`src/rtl/cpe_pkg.sv`:
```
// cpe_pkg: shared constants, types and helper function of the cpm phase state encoder
// depends on nothing; used by every module of the encoder by scoped names
`timescale 1ns / 1ps

package cpe_pkg;

	// structural limits
	localparam int MAX_MEMORY_LENGTH = 8;
	localparam int MAX_SYMBOL_BITS   = 4;
	localparam int MAX_PHASE_BITS    = 6;

	// phase field plus the stored symbols, and the waveform index with the new symbol on top
	localparam int STATE_BITS = MAX_PHASE_BITS + MAX_SYMBOL_BITS * (MAX_MEMORY_LENGTH - 1);
	localparam int WAVE_BITS  = STATE_BITS + MAX_SYMBOL_BITS;
	localparam int SHIFT_W    = $clog2(WAVE_BITS + 1);

	// configuration register field widths
	localparam int P_W        = 6;
	localparam int PB_W       = 3;
	localparam int NB_W       = 3;
	localparam int MEM_W      = 4;
	localparam int CFG_IDX_W  = 2;
	localparam int CFG_DATA_W = 6;

	// largest phase plus stored symbol sum seen by the remainder unit
	localparam int ACC_MAX = (2 ** MAX_PHASE_BITS - 1)
		+ (MAX_MEMORY_LENGTH - 1) * (2 ** MAX_SYMBOL_BITS - 1);
	localparam int ACC_W   = $clog2(ACC_MAX + 1);

	// remainder unit: dividend bits retired per cycle and cycles per remainder
	localparam int MOD_STEPS  = 4;
	localparam int MOD_CYCLES = (ACC_W + MOD_STEPS - 1) / MOD_STEPS;
	localparam int DVD_W      = MOD_CYCLES * MOD_STEPS;
	localparam int CNT_W      = (MOD_CYCLES > 1) ? $clog2(MOD_CYCLES) : 1;

	// opcodes
	localparam logic OP_ENCODE = 1'b0;
	localparam logic OP_TAIL   = 1'b1;

	// configuration register indexes
	typedef enum logic [CFG_IDX_W-1:0] {
		CFG_PHASE_MODULUS,
		CFG_PHASE_BITS,
		CFG_BITS_PER_SYMBOL,
		CFG_MEMORY_LENGTH
	} cfg_idx_t;

	// effective configuration after clamping
	typedef struct packed {
		logic [P_W-1:0]             modulus;
		logic [PB_W-1:0]            phase_bits;
		logic [NB_W-1:0]            sym_bits;
		logic [MEM_W-1:0]           mem_len;
		logic [SHIFT_W-1:0]         width;
		logic [MAX_PHASE_BITS-1:0]  pmask;
		logic [MAX_SYMBOL_BITS-1:0] smask;
	} cfg_t;

	// controller to datapath
	typedef struct packed {
		logic load;
		logic sum;
		logic step;
		logic sym;
		logic fin;
	} cmd_t;

	// datapath to controller
	typedef struct packed {
		logic in_tail;
		logic out_free;
	} status_t;

	function automatic logic [WAVE_BITS-1:0] low_mask(input logic [SHIFT_W-1:0] n);
		return ~({WAVE_BITS{1'b1}} << n);
	endfunction

endpackage

```
`src/rtl/cpe_config.sv`:
```
// cpe_config: configuration registers of the encoder and their clamped effective values
// depends on cpe_pkg
`timescale 1ns / 1ps

module cpe_config (
	input  logic                            clk,
	input  logic                            arst_n,
	input  logic                            cfg_valid,
	output logic                            cfg_ready,
	input  logic [cpe_pkg::CFG_IDX_W-1:0]   cfg_index,
	input  logic [cpe_pkg::CFG_DATA_W-1:0]  cfg_data,
	output cpe_pkg::cfg_t                   cfg
);

	logic [cpe_pkg::P_W-1:0]   modulus_q;
	logic [cpe_pkg::PB_W-1:0]  phase_bits_q;
	logic [cpe_pkg::NB_W-1:0]  sym_bits_q;
	logic [cpe_pkg::MEM_W-1:0] mem_len_q;

	assign cfg_ready = 1'b1;

	always_ff @(posedge clk or negedge arst_n) begin
		if (!arst_n) begin
			modulus_q    <= cpe_pkg::P_W'(2);
			phase_bits_q <= cpe_pkg::PB_W'(1);
			sym_bits_q   <= cpe_pkg::NB_W'(1);
			mem_len_q    <= cpe_pkg::MEM_W'(1);
		end else if (cfg_valid && cfg_ready) begin
			unique case (cpe_pkg::cfg_idx_t'(cfg_index))
				cpe_pkg::CFG_PHASE_MODULUS:   modulus_q    <= cfg_data[cpe_pkg::P_W-1:0];
				cpe_pkg::CFG_PHASE_BITS:      phase_bits_q <= cfg_data[cpe_pkg::PB_W-1:0];
				cpe_pkg::CFG_BITS_PER_SYMBOL: sym_bits_q   <= cfg_data[cpe_pkg::NB_W-1:0];
				cpe_pkg::CFG_MEMORY_LENGTH:   mem_len_q    <= cfg_data[cpe_pkg::MEM_W-1:0];
				default: ;
			endcase
		end
	end

	logic [cpe_pkg::PB_W-1:0]    pb_c;
	logic [cpe_pkg::NB_W-1:0]    nb_c;
	logic [cpe_pkg::MEM_W-1:0]   mem_c;
	logic [cpe_pkg::SHIFT_W-1:0] width_c;
	logic [cpe_pkg::WAVE_BITS-1:0] pmask_c;
	logic [cpe_pkg::WAVE_BITS-1:0] smask_c;

	// zero acts as one, oversize acts as the maximum
	always_comb begin
		if (phase_bits_q == '0) pb_c = cpe_pkg::PB_W'(1);
		else if (phase_bits_q > cpe_pkg::PB_W'(cpe_pkg::MAX_PHASE_BITS))
			pb_c = cpe_pkg::PB_W'(cpe_pkg::MAX_PHASE_BITS);
		else pb_c = phase_bits_q;

		if (sym_bits_q == '0) nb_c = cpe_pkg::NB_W'(1);
		else if (sym_bits_q > cpe_pkg::NB_W'(cpe_pkg::MAX_SYMBOL_BITS))
			nb_c = cpe_pkg::NB_W'(cpe_pkg::MAX_SYMBOL_BITS);
		else nb_c = sym_bits_q;

		if (mem_len_q == '0) mem_c = cpe_pkg::MEM_W'(1);
		else if (mem_len_q > cpe_pkg::MEM_W'(cpe_pkg::MAX_MEMORY_LENGTH))
			mem_c = cpe_pkg::MEM_W'(cpe_pkg::MAX_MEMORY_LENGTH);
		else mem_c = mem_len_q;

		width_c = cpe_pkg::SHIFT_W'(pb_c)
			+ cpe_pkg::SHIFT_W'(nb_c) * cpe_pkg::SHIFT_W'(mem_c - cpe_pkg::MEM_W'(1));
		pmask_c = cpe_pkg::low_mask(cpe_pkg::SHIFT_W'(pb_c));
		smask_c = cpe_pkg::low_mask(cpe_pkg::SHIFT_W'(nb_c));
	end

	assign cfg.modulus    = (modulus_q == '0) ? cpe_pkg::P_W'(1) : modulus_q;
	assign cfg.phase_bits = pb_c;
	assign cfg.sym_bits   = nb_c;
	assign cfg.mem_len    = mem_c;
	assign cfg.width      = width_c;
	assign cfg.pmask      = pmask_c[cpe_pkg::MAX_PHASE_BITS-1:0];
	assign cfg.smask      = smask_c[cpe_pkg::MAX_SYMBOL_BITS-1:0];

endmodule

```
`src/rtl/cpe_mod_unit.sv`:
```
// cpe_mod_unit: iterative restoring remainder, a few dividend bits per cycle
// depends on cpe_pkg
`timescale 1ns / 1ps

module cpe_mod_unit (
	input  logic                        clk,
	input  logic                        start,
	input  logic                        step,
	input  logic [cpe_pkg::ACC_W-1:0]   dividend,
	input  logic [cpe_pkg::P_W-1:0]     divisor,
	output logic [cpe_pkg::P_W-1:0]     remainder
);

	logic [cpe_pkg::DVD_W-1:0] dvd_q;
	logic [cpe_pkg::P_W-1:0]   rem_q;
	logic [cpe_pkg::DVD_W-1:0] dvd_c;
	logic [cpe_pkg::P_W-1:0]   rem_c;

	// divisor is at least one, so the partial remainder stays below it
	always_comb begin
		logic [cpe_pkg::P_W:0] t;
		dvd_c = dvd_q;
		rem_c = rem_q;
		for (int k = 0; k < cpe_pkg::MOD_STEPS; k++) begin
			t = {rem_c, dvd_c[cpe_pkg::DVD_W-1]};
			dvd_c = dvd_c << 1;
			if (t >= {1'b0, divisor}) t = t - {1'b0, divisor};
			rem_c = t[cpe_pkg::P_W-1:0];
		end
	end

	always_ff @(posedge clk) begin
		if (start) begin
			dvd_q <= cpe_pkg::DVD_W'(dividend);
			rem_q <= '0;
		end else if (step) begin
			dvd_q <= dvd_c;
			rem_q <= rem_c;
		end
	end

	assign remainder = rem_q;

endmodule

```
`src/rtl/cpe_datapath.sv`:
```
// cpe_datapath: phase and history state, tail symbol, waveform index and output register
// depends on cpe_pkg and cpe_mod_unit
`timescale 1ns / 1ps

module cpe_datapath (
	input  logic                                  clk,
	input  logic                                  arst_n,
	input  cpe_pkg::cfg_t                         cfg,
	input  cpe_pkg::cmd_t                         cmd,
	output cpe_pkg::status_t                      status,
	input  logic                                  opcode,
	input  logic [cpe_pkg::MAX_SYMBOL_BITS-1:0]   symbol,
	input  logic                                  restart,
	output logic                                  out_valid,
	input  logic                                  out_stall,
	output logic [cpe_pkg::WAVE_BITS-1:0]         waveform_index,
	output logic [cpe_pkg::MAX_SYMBOL_BITS-1:0]   symbol_used
);

	logic [cpe_pkg::STATE_BITS-1:0]      state_q;
	logic [cpe_pkg::STATE_BITS-1:0]      item_st_q;
	logic                                op_q;
	logic [cpe_pkg::MAX_SYMBOL_BITS-1:0] sym_in_q;
	logic [cpe_pkg::WAVE_BITS-1:0]       word_q;
	logic [cpe_pkg::MAX_SYMBOL_BITS-1:0] sym_q;
	logic                                out_valid_q;
	logic [cpe_pkg::WAVE_BITS-1:0]       waveform_index_q;
	logic [cpe_pkg::MAX_SYMBOL_BITS-1:0] symbol_used_q;

	logic [cpe_pkg::MAX_PHASE_BITS-1:0]  v_c;
	logic [cpe_pkg::STATE_BITS-1:0]      hist_c;
	logic [cpe_pkg::ACC_W-1:0]           sum_c;
	logic [cpe_pkg::P_W-1:0]             rem;
	logic [cpe_pkg::P_W-1:0]             tail_c;
	logic [cpe_pkg::MAX_SYMBOL_BITS-1:0] sym_new_c;
	logic [cpe_pkg::WAVE_BITS-1:0]       word_c;
	logic [cpe_pkg::MAX_SYMBOL_BITS-1:0] oldest_c;
	logic [cpe_pkg::ACC_W-1:0]           vsum_c;
	logic [cpe_pkg::ACC_W-1:0]           mod_in_c;
	logic [cpe_pkg::MAX_PHASE_BITS-1:0]  v_new_c;
	logic [cpe_pkg::STATE_BITS-1:0]      next_st_c;

	assign v_c    = item_st_q[cpe_pkg::MAX_PHASE_BITS-1:0] & cfg.pmask;
	assign hist_c = item_st_q >> cfg.phase_bits;

	// phase plus all stored symbols
	always_comb begin
		sum_c = cpe_pkg::ACC_W'(v_c);
		for (int i = 0; i < cpe_pkg::MAX_MEMORY_LENGTH - 1; i++) begin
			if (cpe_pkg::MEM_W'(i + 1) < cfg.mem_len)
				sum_c = sum_c + cpe_pkg::ACC_W'((hist_c
					>> (cpe_pkg::SHIFT_W'(i) * cpe_pkg::SHIFT_W'(cfg.sym_bits)))
					& cpe_pkg::STATE_BITS'(cfg.smask));
		end
	end

	// symbol that returns the phase to zero
	assign tail_c = (rem == '0) ? '0 : cfg.modulus - rem;

	assign sym_new_c = ((op_q == cpe_pkg::OP_TAIL)
		? cpe_pkg::MAX_SYMBOL_BITS'(tail_c) : sym_in_q) & cfg.smask;
	assign word_c    = cpe_pkg::WAVE_BITS'(item_st_q)
		| (cpe_pkg::WAVE_BITS'(sym_new_c) << cfg.width);
	assign oldest_c  = cpe_pkg::MAX_SYMBOL_BITS'((word_c >> cfg.phase_bits)
		& cpe_pkg::WAVE_BITS'(cfg.smask));
	assign vsum_c    = cpe_pkg::ACC_W'(v_c) + cpe_pkg::ACC_W'(oldest_c);
	assign mod_in_c  = cmd.sum ? sum_c : vsum_c;

	cpe_mod_unit u_mod (
		.clk       (clk),
		.start     (cmd.sum | cmd.sym),
		.step      (cmd.step),
		.dividend  (mod_in_c),
		.divisor   (cfg.modulus),
		.remainder (rem)
	);

	// drop the oldest symbol, put the new phase underneath
	assign v_new_c   = cpe_pkg::MAX_PHASE_BITS'(rem) & cfg.pmask;
	assign next_st_c = cpe_pkg::STATE_BITS'(((((word_q
		>> (cpe_pkg::SHIFT_W'(cfg.phase_bits) + cpe_pkg::SHIFT_W'(cfg.sym_bits)))
		<< cfg.phase_bits) | cpe_pkg::WAVE_BITS'(v_new_c))
		& cpe_pkg::low_mask(cfg.width)));

	always_ff @(posedge clk or negedge arst_n) begin
		if (!arst_n) begin
			state_q     <= '0;
			out_valid_q <= 1'b0;
		end else begin
			if (cmd.fin) state_q <= next_st_c;
			if (cmd.fin) out_valid_q <= 1'b1;
			else if (!out_stall) out_valid_q <= 1'b0;
		end
	end

	always_ff @(posedge clk) begin
		if (cmd.load) begin
			item_st_q <= restart ? '0
				: state_q & cpe_pkg::STATE_BITS'(cpe_pkg::low_mask(cfg.width));
			op_q      <= opcode;
			sym_in_q  <= symbol;
		end
		if (cmd.sym) begin
			word_q <= word_c;
			sym_q  <= sym_new_c;
		end
		if (cmd.fin) begin
			waveform_index_q <= word_q;
			symbol_used_q    <= sym_q;
		end
	end

	assign status.in_tail  = (opcode == cpe_pkg::OP_TAIL);
	assign status.out_free = !out_valid_q || !out_stall;

	assign out_valid      = out_valid_q;
	assign waveform_index = waveform_index_q;
	assign symbol_used    = symbol_used_q;

endmodule

```
`src/rtl/cpe_ctrl.sv`:
```
// cpe_ctrl: controller state machine sequencing sum, remainder and write-back per item
// depends on cpe_pkg
`timescale 1ns / 1ps

module cpe_ctrl (
	input  logic              clk,
	input  logic              arst_n,
	input  logic              in_valid,
	output logic              in_stall,
	input  cpe_pkg::status_t  status,
	output cpe_pkg::cmd_t     cmd
);

	typedef enum logic [2:0] {
		S_IDLE,
		S_SUM,
		S_TMOD,
		S_SYM,
		S_VMOD,
		S_FIN
	} state_t;

	state_t                   state_q;
	logic [cpe_pkg::CNT_W-1:0] cnt_q;
	logic                     in_stall_q;
	logic                     accept;
	logic                     mod_last;

	assign accept   = in_valid && !in_stall_q;
	assign mod_last = (cnt_q == cpe_pkg::CNT_W'(cpe_pkg::MOD_CYCLES - 1));

	always_ff @(posedge clk or negedge arst_n) begin
		if (!arst_n) begin
			state_q    <= S_IDLE;
			cnt_q      <= '0;
			in_stall_q <= 1'b0;
		end else begin
			unique case (state_q)
				S_IDLE: begin
					if (accept) begin
						in_stall_q <= 1'b1;
						state_q    <= status.in_tail ? S_SUM : S_SYM;
					end
				end
				S_SUM: begin
					cnt_q   <= '0;
					state_q <= S_TMOD;
				end
				S_TMOD: begin
					cnt_q <= cnt_q + cpe_pkg::CNT_W'(1);
					if (mod_last) state_q <= S_SYM;
				end
				S_SYM: begin
					cnt_q   <= '0;
					state_q <= S_VMOD;
				end
				S_VMOD: begin
					cnt_q <= cnt_q + cpe_pkg::CNT_W'(1);
					if (mod_last) state_q <= S_FIN;
				end
				S_FIN: begin
					if (status.out_free) begin
						in_stall_q <= 1'b0;
						state_q    <= S_IDLE;
					end
				end
				default: begin
					in_stall_q <= 1'b0;
					state_q    <= S_IDLE;
				end
			endcase
		end
	end

	assign in_stall = in_stall_q;
	assign cmd.load = accept;
	assign cmd.sum  = (state_q == S_SUM);
	assign cmd.step = (state_q == S_TMOD) || (state_q == S_VMOD);
	assign cmd.sym  = (state_q == S_SYM);
	assign cmd.fin  = (state_q == S_FIN) && status.out_free;

	a_ready_only_idle: assert property (@(posedge clk) disable iff (!arst_n)
		1'b1 |-> ((state_q == S_IDLE) == !in_stall_q))
		else $error("input ready outside idle state");

	a_accept_leaves_idle: assert property (@(posedge clk) disable iff (!arst_n)
		accept |=> (state_q != S_IDLE))
		else $error("accepted item did not start processing");

	a_fin_waits_output: assert property (@(posedge clk) disable iff (!arst_n)
		(state_q == S_FIN && !status.out_free) |=> (state_q == S_FIN))
		else $error("result written back while output register busy");

	a_tail_goes_to_sum: assert property (@(posedge clk) disable iff (!arst_n)
		(accept && status.in_tail) |=> (state_q == S_SUM))
		else $error("tail item skipped the history sum");

endmodule

```
`src/rtl/cpm_phase_state_encoder_unit.sv`:
```
// waveform_index is registered at write-back after the symbol and phase remainder steps
//   (a tail item runs the history sum and tail remainder first); the remainder unit
//   (4 dividend bits a cycle) runs once per item, twice for a tail, one item at a time
// reset: arst_n clears the phase and history state, the controller and the output valid;
//   configuration returns to modulus 2, phase bits 1, symbol bits 1, memory length 1
`timescale 1ns / 1ps

module cpm_phase_state_encoder_unit (
	input  logic                                  clk,
	input  logic                                  arst_n,
	// input item channel
	input  logic                                  in_valid,
	output logic                                  in_stall,
	input  logic                                  opcode,
	input  logic [cpe_pkg::MAX_SYMBOL_BITS-1:0]   symbol,
	input  logic                                  restart,
	// result channel
	output logic                                  out_valid,
	input  logic                                  out_stall,
	output logic [cpe_pkg::WAVE_BITS-1:0]         waveform_index,
	output logic [cpe_pkg::MAX_SYMBOL_BITS-1:0]   symbol_used,
	// configuration write channel
	input  logic                                  cfg_valid,
	output logic                                  cfg_ready,
	input  logic [cpe_pkg::CFG_IDX_W-1:0]         cfg_index,
	input  logic [cpe_pkg::CFG_DATA_W-1:0]        cfg_data
);

	cpe_pkg::cfg_t    cfg;
	cpe_pkg::cmd_t    cmd;
	cpe_pkg::status_t status;

	// register file; always ready, writes are expected only while the encoder is idle
	cpe_config u_config (
		.clk       (clk),
		.arst_n    (arst_n),
		.cfg_valid (cfg_valid),
		.cfg_ready (cfg_ready),
		.cfg_index (cfg_index),
		.cfg_data  (cfg_data),
		.cfg       (cfg)
	);

	// sequencer: idle -> (sum -> tail remainder) -> symbol -> phase remainder -> write-back
	// the write-back step waits while the previous result is still held in the output
	// register, so a new item can be taken as soon as its predecessor is parked there
	cpe_ctrl u_ctrl (
		.clk      (clk),
		.arst_n   (arst_n),
		.in_valid (in_valid),
		.in_stall (in_stall),
		.status   (status),
		.cmd      (cmd)
	);

	// state word, symbol select, waveform packing, shared remainder unit and the
	// output register that holds a result until its transfer
	cpe_datapath u_datapath (
		.clk            (clk),
		.arst_n         (arst_n),
		.cfg            (cfg),
		.cmd            (cmd),
		.status         (status),
		.opcode         (opcode),
		.symbol         (symbol),
		.restart        (restart),
		.out_valid      (out_valid),
		.out_stall      (out_stall),
		.waveform_index (waveform_index),
		.symbol_used    (symbol_used)
	);

endmodule
```
`config.mk`:
```
export PLATFORM = sky130hd
export DESIGN_NAME = cpm_phase_state_encoder_unit
export DESIGN_NICKNAME = d
export VERILOG_FILES = /design/src/rtl/cpe_pkg.sv /design/src/rtl/cpe_config.sv /design/src/rtl/cpe_mod_unit.sv /design/src/rtl/cpe_datapath.sv /design/src/rtl/cpe_ctrl.sv /design/src/rtl/cpm_phase_state_encoder_unit.sv
export SDC_FILE = /design/constraint.sdc
export NUM_CORES = 1
export LEC_CHECK = 0
export BUFFER_PORTS_ARGS = -buffer_cell sky130_fd_sc_hd__buf_2
export CORE_ASPECT_RATIO = 2
export CORE_UTILIZATION = 35
export CTS_BUF_LIST = sky130_fd_sc_hd__clkbuf_2 sky130_fd_sc_hd__clkbuf_4 sky130_fd_sc_hd__clkbuf_8
export CTS_CLUSTER_DIAMETER = 50
export DETAILED_ROUTE_END_ITERATION = 8
export SYNTH_ARGS = -nofsm -noshare
export SYNTH_HDL_FRONTEND = slang
export SYNTH_HIERARCHICAL = 1
export SYNTH_SLANG_ARGS = --single-unit
```
`constraint.sdc`:
```
create_clock -name clk -period 21.2 [get_ports clk]
set_input_delay 1.06 -clock clk [delete_from_list [all_inputs] [get_ports clk]]
set_output_delay 1.06 -clock clk [all_outputs]
set_load 0.05 [all_outputs]
```
==> flow_summary.json, run 1 <==
{
  "status": "finished, final reports clean",
  "hpwlAfterDp_um": 55000,
  "ys_warn_count": 6,
  "end_kind": "register",
  "finalCritPeriodShare_pct": 47.8,
  "overflow": 0,
  "grt_pass1_wl_um": 107000,
  "synth_xor_area_share_pct": 2.65,
  "hold_viol_final": 0,
  "dr.pass1.iters": 5,
  "drv_slew": 0,
  "synth-main-ff-cell": "edfxtp_1",
  "placed_area_mm2": 0.0199,
  "crit_arrival_ps": 10420,
  "rsz0062_at_grt": "no",
  "cp_top_family": "adder cells",
  "yosys-top-cells-area": "edfxtp_1 21%, mux4_2 8.8%, dfrtp_1 6.8%",
  "holdBufCountCts": 0,
  "cts_resized": 0,
  "die_h_um": 332,
  "cap_violations": 0,
  "ys_async_sr_fraction_pct": 29.0,
  "antenna_found_initial": 1,
  "grt_pass1_vias": 17452,
  "clock_path_buffers": 2,
  "portBuffers": 62,
  "route.vias.total": 17179,
  "crit_slowest_cell": "dfrtp_4",
  "synthSimpleGateAreaFrac_pct": 17.7,
  "ys_ff_latch": 193,
  "areaGrowthSynthToFinish_pct": 6.99,
  "ios": 64,
  "die_width_um": 167,
  "wl_per_cell_um": 25.6,
  "route.detailed.drc": 0,
  "root_buffer": "clkbuf_8",
  "use_met3_pct": 4.18,
  "startpoint_type": "register",
  "use_met1_pct": 24.6,
  "grt_max_degree": 91,
  "clkTransAtPathRegs_ps": 120,
  "postCtsSetupRepairBufs": 0,
  "critical_path_class": "reg -> reg",
  "holdWs_ps": 433,
  "slew_headroom_pct": 3.70,
  "rows": 120,
  "initial_core_util_pct": 35.5,
  "crit_buf_inv": 3,
  "cts_made_buffers": 17,
  "yosysTopAreaCell": "edfxtp_1",
  "fin_nets": 2223,
  "tns_ps": 0,
  "worstPathMaxFanout": 27,
  "drt-initial-drc-count": 1394,
  "avgViaCountPerCell": 6.16,
  "postSynthCellCount": 2129,
  "setup_viol_count_final": 0,
  "seq_area_frac_synth_pct": 28.7,
  "fin_crit_ps": 10140,
  "tightest_slew_ps": 1430,
  "h-tree-depth": 4,
  "drive_gt1_share_pct": 16.5,
  "cts_tree": "done",
  "synth_edf_count": 131,
  "dieArea_mm2": 0.0553,
  "required_ps": 21480,
  "synth_fa_ha_area_share_pct": 7.35,
  "skew_ps": 20.4,
  "final_util_pct": 37.9,
  "yosys-mux-area-fraction_pct": 18.8,
  "min_path_type": "reg -> reg",
  "max_freq_ghz": 0.0987,
  "synth_area_mm2": 0.0190,
  "core_mm2": 0.0536,
  "fin_area_mm2": 0.0203,
  "synth_top_area_share_pct": 20.7,
  "avgSynthCellArea_um2": 8.93,
  "gr-usage-all-layers_pct": 25.8,
  "gr-usage-met2_pct": 46.2,
  "cts_num_sinks": 193,
  "cp_slowest_stage_delay_ps": 640,
  "ant_nets": 0,
  "wirelength_um": 71400,
  "globalRoute.busiestLayer": "met2",
  "routabilityCongestion": 1.01,
  "clk_latency_ps": 530,
  "synth-compound-area-share_pct": 19.2,
  "cp_common_cell": "ha_1",
  "synth_top_family_by_area": "compound AO/OA/AOI/OAI gates",
  "yosysUniqueCellTypes": 103
}
[synthesized netlist by cell type, types with 15 or more instances]
library cell / n
a211oi_1: 53
a21o_1: 35
a21oi_1: 131
a31oi_1: 31
and2_1: 31
and3_1: 16
buf_1: 18
clkbuf_1: 105
dfrtp_1: 52
edfxtp_1: 131
fa_1: 20
ha_1: 78
inv_1: 102
mux2_2: 63
mux2i_1: 120
mux4_2: 74
nand2_1: 266
nand2b_1: 36
nand3_1: 31
nor2_1: 199
nor2b_1: 32
nor3_1: 32
nor3b_1: 15
o211ai_1: 22
o21ai_0: 132
o22ai_1: 16
o31ai_1: 15
xnor2_1: 32
xor2_1: 17
[worst register-to-register path: cells and delay by family (launching register included)]
family	cells	cell delay (ps)
AO/OA/AOI/OAI	10	2240
XOR/XNOR	3	470
adder cells (fa/ha/maj)	9	3080
buffers and inverters	3	320
flip-flops	1	640
multiplexers	4	1330
AND/OR/NAND/NOR	13	1840
[per-layer routing]
metal  up-vias  wire length [um]  part of all wire, %
met4         0              7830                   11
met5         -                 0                    0
li1       7730                 -                    -
met2       786             36200                   51
met1      8351             23300                   33
met3       312              4090                  5.7
[cell usage in the layout (no fill, tap or decap), types with 7 or more instances in the layout]
| cell type | netlist | final |
|---|---|---|
| nand2_1 | 266 | 266 |
| nor2_1 | 199 | 199 |
| o21ai_0 | 132 | 132 |
| edfxtp_1 | 131 | 131 |
| a21oi_1 | 131 | 129 |
| mux2i_1 | 120 | 120 |
| inv_1 | 102 | 101 |
| ha_1 | 78 | 78 |
| mux4_2 | 74 | 74 |
| mux2_2 | 63 | 63 |
| buf_2 | 8 | 62 |
| a211oi_1 | 53 | 53 |
| dfrtp_1 | 52 | 49 |
| buf_4 | 11 | 40 |
| nand2b_1 | 36 | 36 |
| a21o_1 | 35 | 35 |
| nor2b_1 | 32 | 31 |
| and2_1 | 31 | 31 |
| nand3_1 | 31 | 31 |
| a31oi_1 | 31 | 31 |
| nor3_1 | 32 | 31 |
| xnor2_1 | 32 | 30 |
| o211ai_1 | 22 | 22 |
| fa_1 | 20 | 19 |
| clkbuf_8 | 1 | 17 |
| o22ai_1 | 16 | 16 |
| and3_1 | 16 | 15 |
| nor3b_1 | 15 | 15 |
| o31ai_1 | 15 | 15 |
| o21bai_1 | 14 | 14 |
| xor2_1 | 17 | 14 |
| o21a_1 | 14 | 14 |
| or2_2 | 12 | 12 |
| a31o_2 | 11 | 11 |
| nor4_1 | 10 | 10 |
| or3_1 | 8 | 8 |
| nand4_1 | 7 | 7 |
[logic make-up (layout without fill, tap and decap cells)]
group                    Yosys count  after routing
AND/OR/NAND/NOR                  721            721
AO/OA/AOI/OAI                    550            550
multiplexers                     257            257
buffers and inverters            254            240
flip-flops                       193            193
adder cells (fa/ha/maj)          100            100
XOR/XNOR                          52             52
other                              2              7
[metrics by stage]
step	std cells	worst slack, ps
2_1_floorplan	2133	12060
3_5_place_dp	2758	11080
5_1_grt	2791	10310
6_report	2791	11060
4_1_cts	2790	11070
3_3_place_gp	2758	11070
[state kept, by name, summed over array words and instances (netlist names), 6 cells and up]
name	count
u_config/modulus_q	6
u_datapath/waveform_index	38
u_datapath/u_mod/dvd_q	8
u_datapath/state_q	34
u_datapath/item_st_q	34
u_datapath/u_mod/remainder	6
u_datapath/word_q	38
[final timing paths]
path	slack, ps	to	depth (start not counted)	start
worst max-delay path	11060	u_datapath/u_mod/dvd_q[7]	42	u_config/phase_bits_q[1]
worst min-delay path	430	u_datapath/symbol_used[1]	0	u_datapath/sym_q[1]
worst max register to register	11060	u_datapath/u_mod/dvd_q[7]	42	u_config/phase_bits_q[1]
worst min register to register	430	u_datapath/symbol_used[1]	0	u_datapath/sym_q[1]
max in group asynchronous	19810	u_config/phase_bits_q[1]	2	arst_n
min in group asynchronous	670	u_ctrl/cnt_q	2	arst_n
[area by class of cell]
type                    instances  area (um^2)
well taps                     671          840
fillers                      5455        33300
multi-input cells            1686        12600
inverters                     106          400
clock buffers                  18          241
diodes                          1         2.50
repair buffers                102          611
flip-flops and latches        193         5470
clock inverters                14          195
Power of run 1 is not shown: default switching activity piles up to over one toggle a cycle in this logic, so the estimate is an artifact.
==> run 2: changes to the inputs <==
Clock period 21.2 ns to 8.3 ns, I/O delays scaled along.
==> run 2 against run 1 <==
Against the previous run: the run now ends with negative setup slack left; wire length up 0.62%; register-to-register slack lost 11000 ps; final area up 12%; global-route usage shrank 0.13 points; cell count is 8.8% higher; worst hold slack worse by 390 ps; flip-flop and latch count unchanged; maximum frequency up 17%; utilization increased by 4.5 points; count of clock-buffer cells in the layout did not move; non-clock buffer count up 247; clock skew decreased by 6.7 ps; highest routed layer unchanged.
==> flow_summary.json, run 2 (synthesis results as in run 1) <==
{
  "status": "complete, but fails checks",
  "hold_viol_final": 0,
  "critical_path_class": "reg -> reg",
  "startpoint_type": "register",
  "drive_gt1_share_pct": 28.4,
  "seqCellArea_mm2": 0.00547,
  "grt_max_degree": 66,
  "clock_path_buffers": 2,
  "tns_ps": -338,
  "crit_arrival_ps": 8920,
  "final_cell_mix": "279 x buf_4, 261 x nand2_1, 193 x nor2_1",
  "rows": 120,
  "cp_common_cell": "ha_4",
  "worstRegToRegCells": 42,
  "core_mm2": 0.0536,
  "violations": "negative setup slack",
  "dr.pass1.iters": 5,
  "r2r_start": "u_config/phase_bits_q[0]",
  "r2r_slack_ps": -340,
  "portBuffers": 62,
  "dieArea_mm2": 0.0553,
  "finalCritPeriodShare_pct": 104,
  "drv_slew": 0,
  "skew_ps": 13.6,
  "rsz0062_at_grt": "yes",
  "holdBufCountCts": 0,
  "clk_latency_ps": 520,
  "clkTransAtPathRegs_ps": 120,
  "hpwlAfterDp_um": 56800,
  "min_path_type": "in -> async",
  "multi_input_area_mm2": 0.0131,
  "end_kind": "register",
  "cts_made_buffers": 17,
  "setup_viol_count_final": 1,
  "route.vias.total": 17969,
  "antennaDiodeCount": 0,
  "initial_core_util_pct": 35.5,
  "wl_per_cell_um": 23.6,
  "ios": 64,
  "overflow": 0,
  "drt-initial-drc-count": 1424,
  "max_freq_ghz": 0.116,
  "ant_nets": 0,
  "fill_cells": 5303,
  "required_ps": 8580,
  "crit_slowest_cell": "dfstp_2",
  "root_buffer": "clkbuf_8",
  "wirelength_um": 71800,
  "r2r-end": "u_datapath/u_mod/dvd_q[7]",
  "fin_crit_ps": 8640,
  "worstPathMaxFanout": 5,
  "cts_tree": "done",
  "routabilityCongestion": 0.997,
  "route.detailed.drc": 0,
  "fin_nets": 2471,
  "cts_num_sinks": 193,
  "die_width_um": 167,
  "slew_headroom_pct": 32.5,
  "h-tree-depth": 4,
  "die_h_um": 332,
  "fin_ws_ps": -338,
  "avgViaCountPerCell": 5.91,
  "grt_pass1_vias": 18129,
  "final_common_cell": "buf_4",
  "gr-usage-all-layers_pct": 25.7,
  "grt_pass1_wl_um": 107000,
  "cap_violations": 0,
  "tightest_slew_ps": 1000,
  "antenna_found_initial": 0,
  "cp_slowest_stage_delay_ps": 600,
  "areaGrowthSynthToFinish_pct": 19.6
}
run 2: cell types whose count changed in the layout (fill, tap and decap cells not counted), sizes merged:
| cell | delta |
|---|---|
| diode | -1 |
| inv | +1 |
| buf | +246 |
| maj3 | +1 |
| clkinvlp | -1 |
| clkbuf | +1 |
run 2: repair_timing:
| action | CTS | global route |
|---|---|---|
| resized for setup | 39 | 53 |
| pin swaps | 31 | 46 |
| endpoints found under the setup margin | 4 | 11 |
| cloned | 0 | 2 |
| setup buffers | 12 | 7 |
run 2: per-stage QoR:
| stage | util, % | cells | area, um^2 | hold slack (ps) | worst slack, ps |
|---|---|---|---|---|---|
| floorplan | - | 2133 | 19100 | 119 | -203 |
| global placement | 40.4 | 2986 | 21700 | 406 | -697 |
| detailed placement | 40.4 | 2986 | 21700 | 413 | -744 |
| CTS | 41.8 | 3030 | 22400 | 48.3 | -411 |
| global route | 42.4 | 3038 | 22700 | 51.5 | -700 |
| finish | 42.4 | 3038 | 22700 | 38.3 | -338 |
run 2: layout make-up:
class	count	share of cell area (%)
timing repair buffer	349	11.1
multi-input combinational	1687	57.5
inverter	106	1.77
clock buffer	18	1.09
tap	671	3.69
clock inverter	14	0.820
sequential	193	24.0
run 2: critical path, delay by kind of cell (launching register included):
kind	cells	cell delay, ps
adders and majority gates	8	2180
AOI/OAI and AO/OA	11	1910
and+or+nand+nor	13	1740
muxes	4	1250
DFF	1	600
xor gates and xnor gates	3	390
buffers and inverters	3	320
run 2: worst max path at each step:
stage	depth (start not counted)	startpoint	end
after global routing	44	u_config/phase_bits_q[0]	u_datapath/u_mod/dvd_q[7]
after detailed placement	42	u_config/phase_bits_q[1]	u_datapath/u_mod/dvd_q[7]
after global placement	42	u_config/phase_bits_q[1]	u_datapath/u_mod/dvd_q[7]
after CTS	35	u_config/phase_bits_q[1]	u_datapath/u_mod/dvd_q[7]
after floorplan	45	u_config/phase_bits_q[0]	u_datapath/u_mod/dvd_q[7]
final	42	u_config/phase_bits_q[0]	u_datapath/u_mod/dvd_q[7]
run 2: per-layer routing:
metal	global-route usage (%)	vias to the layer above	routed length (um)
li1	-	8246	-
met1	25.9	8815	25000
met2	48.0	660	37800
met3	2.34	248	2660
met4	20.2	0	6360
met5	0	-	0
Power of run 2 is left out for the same reason.
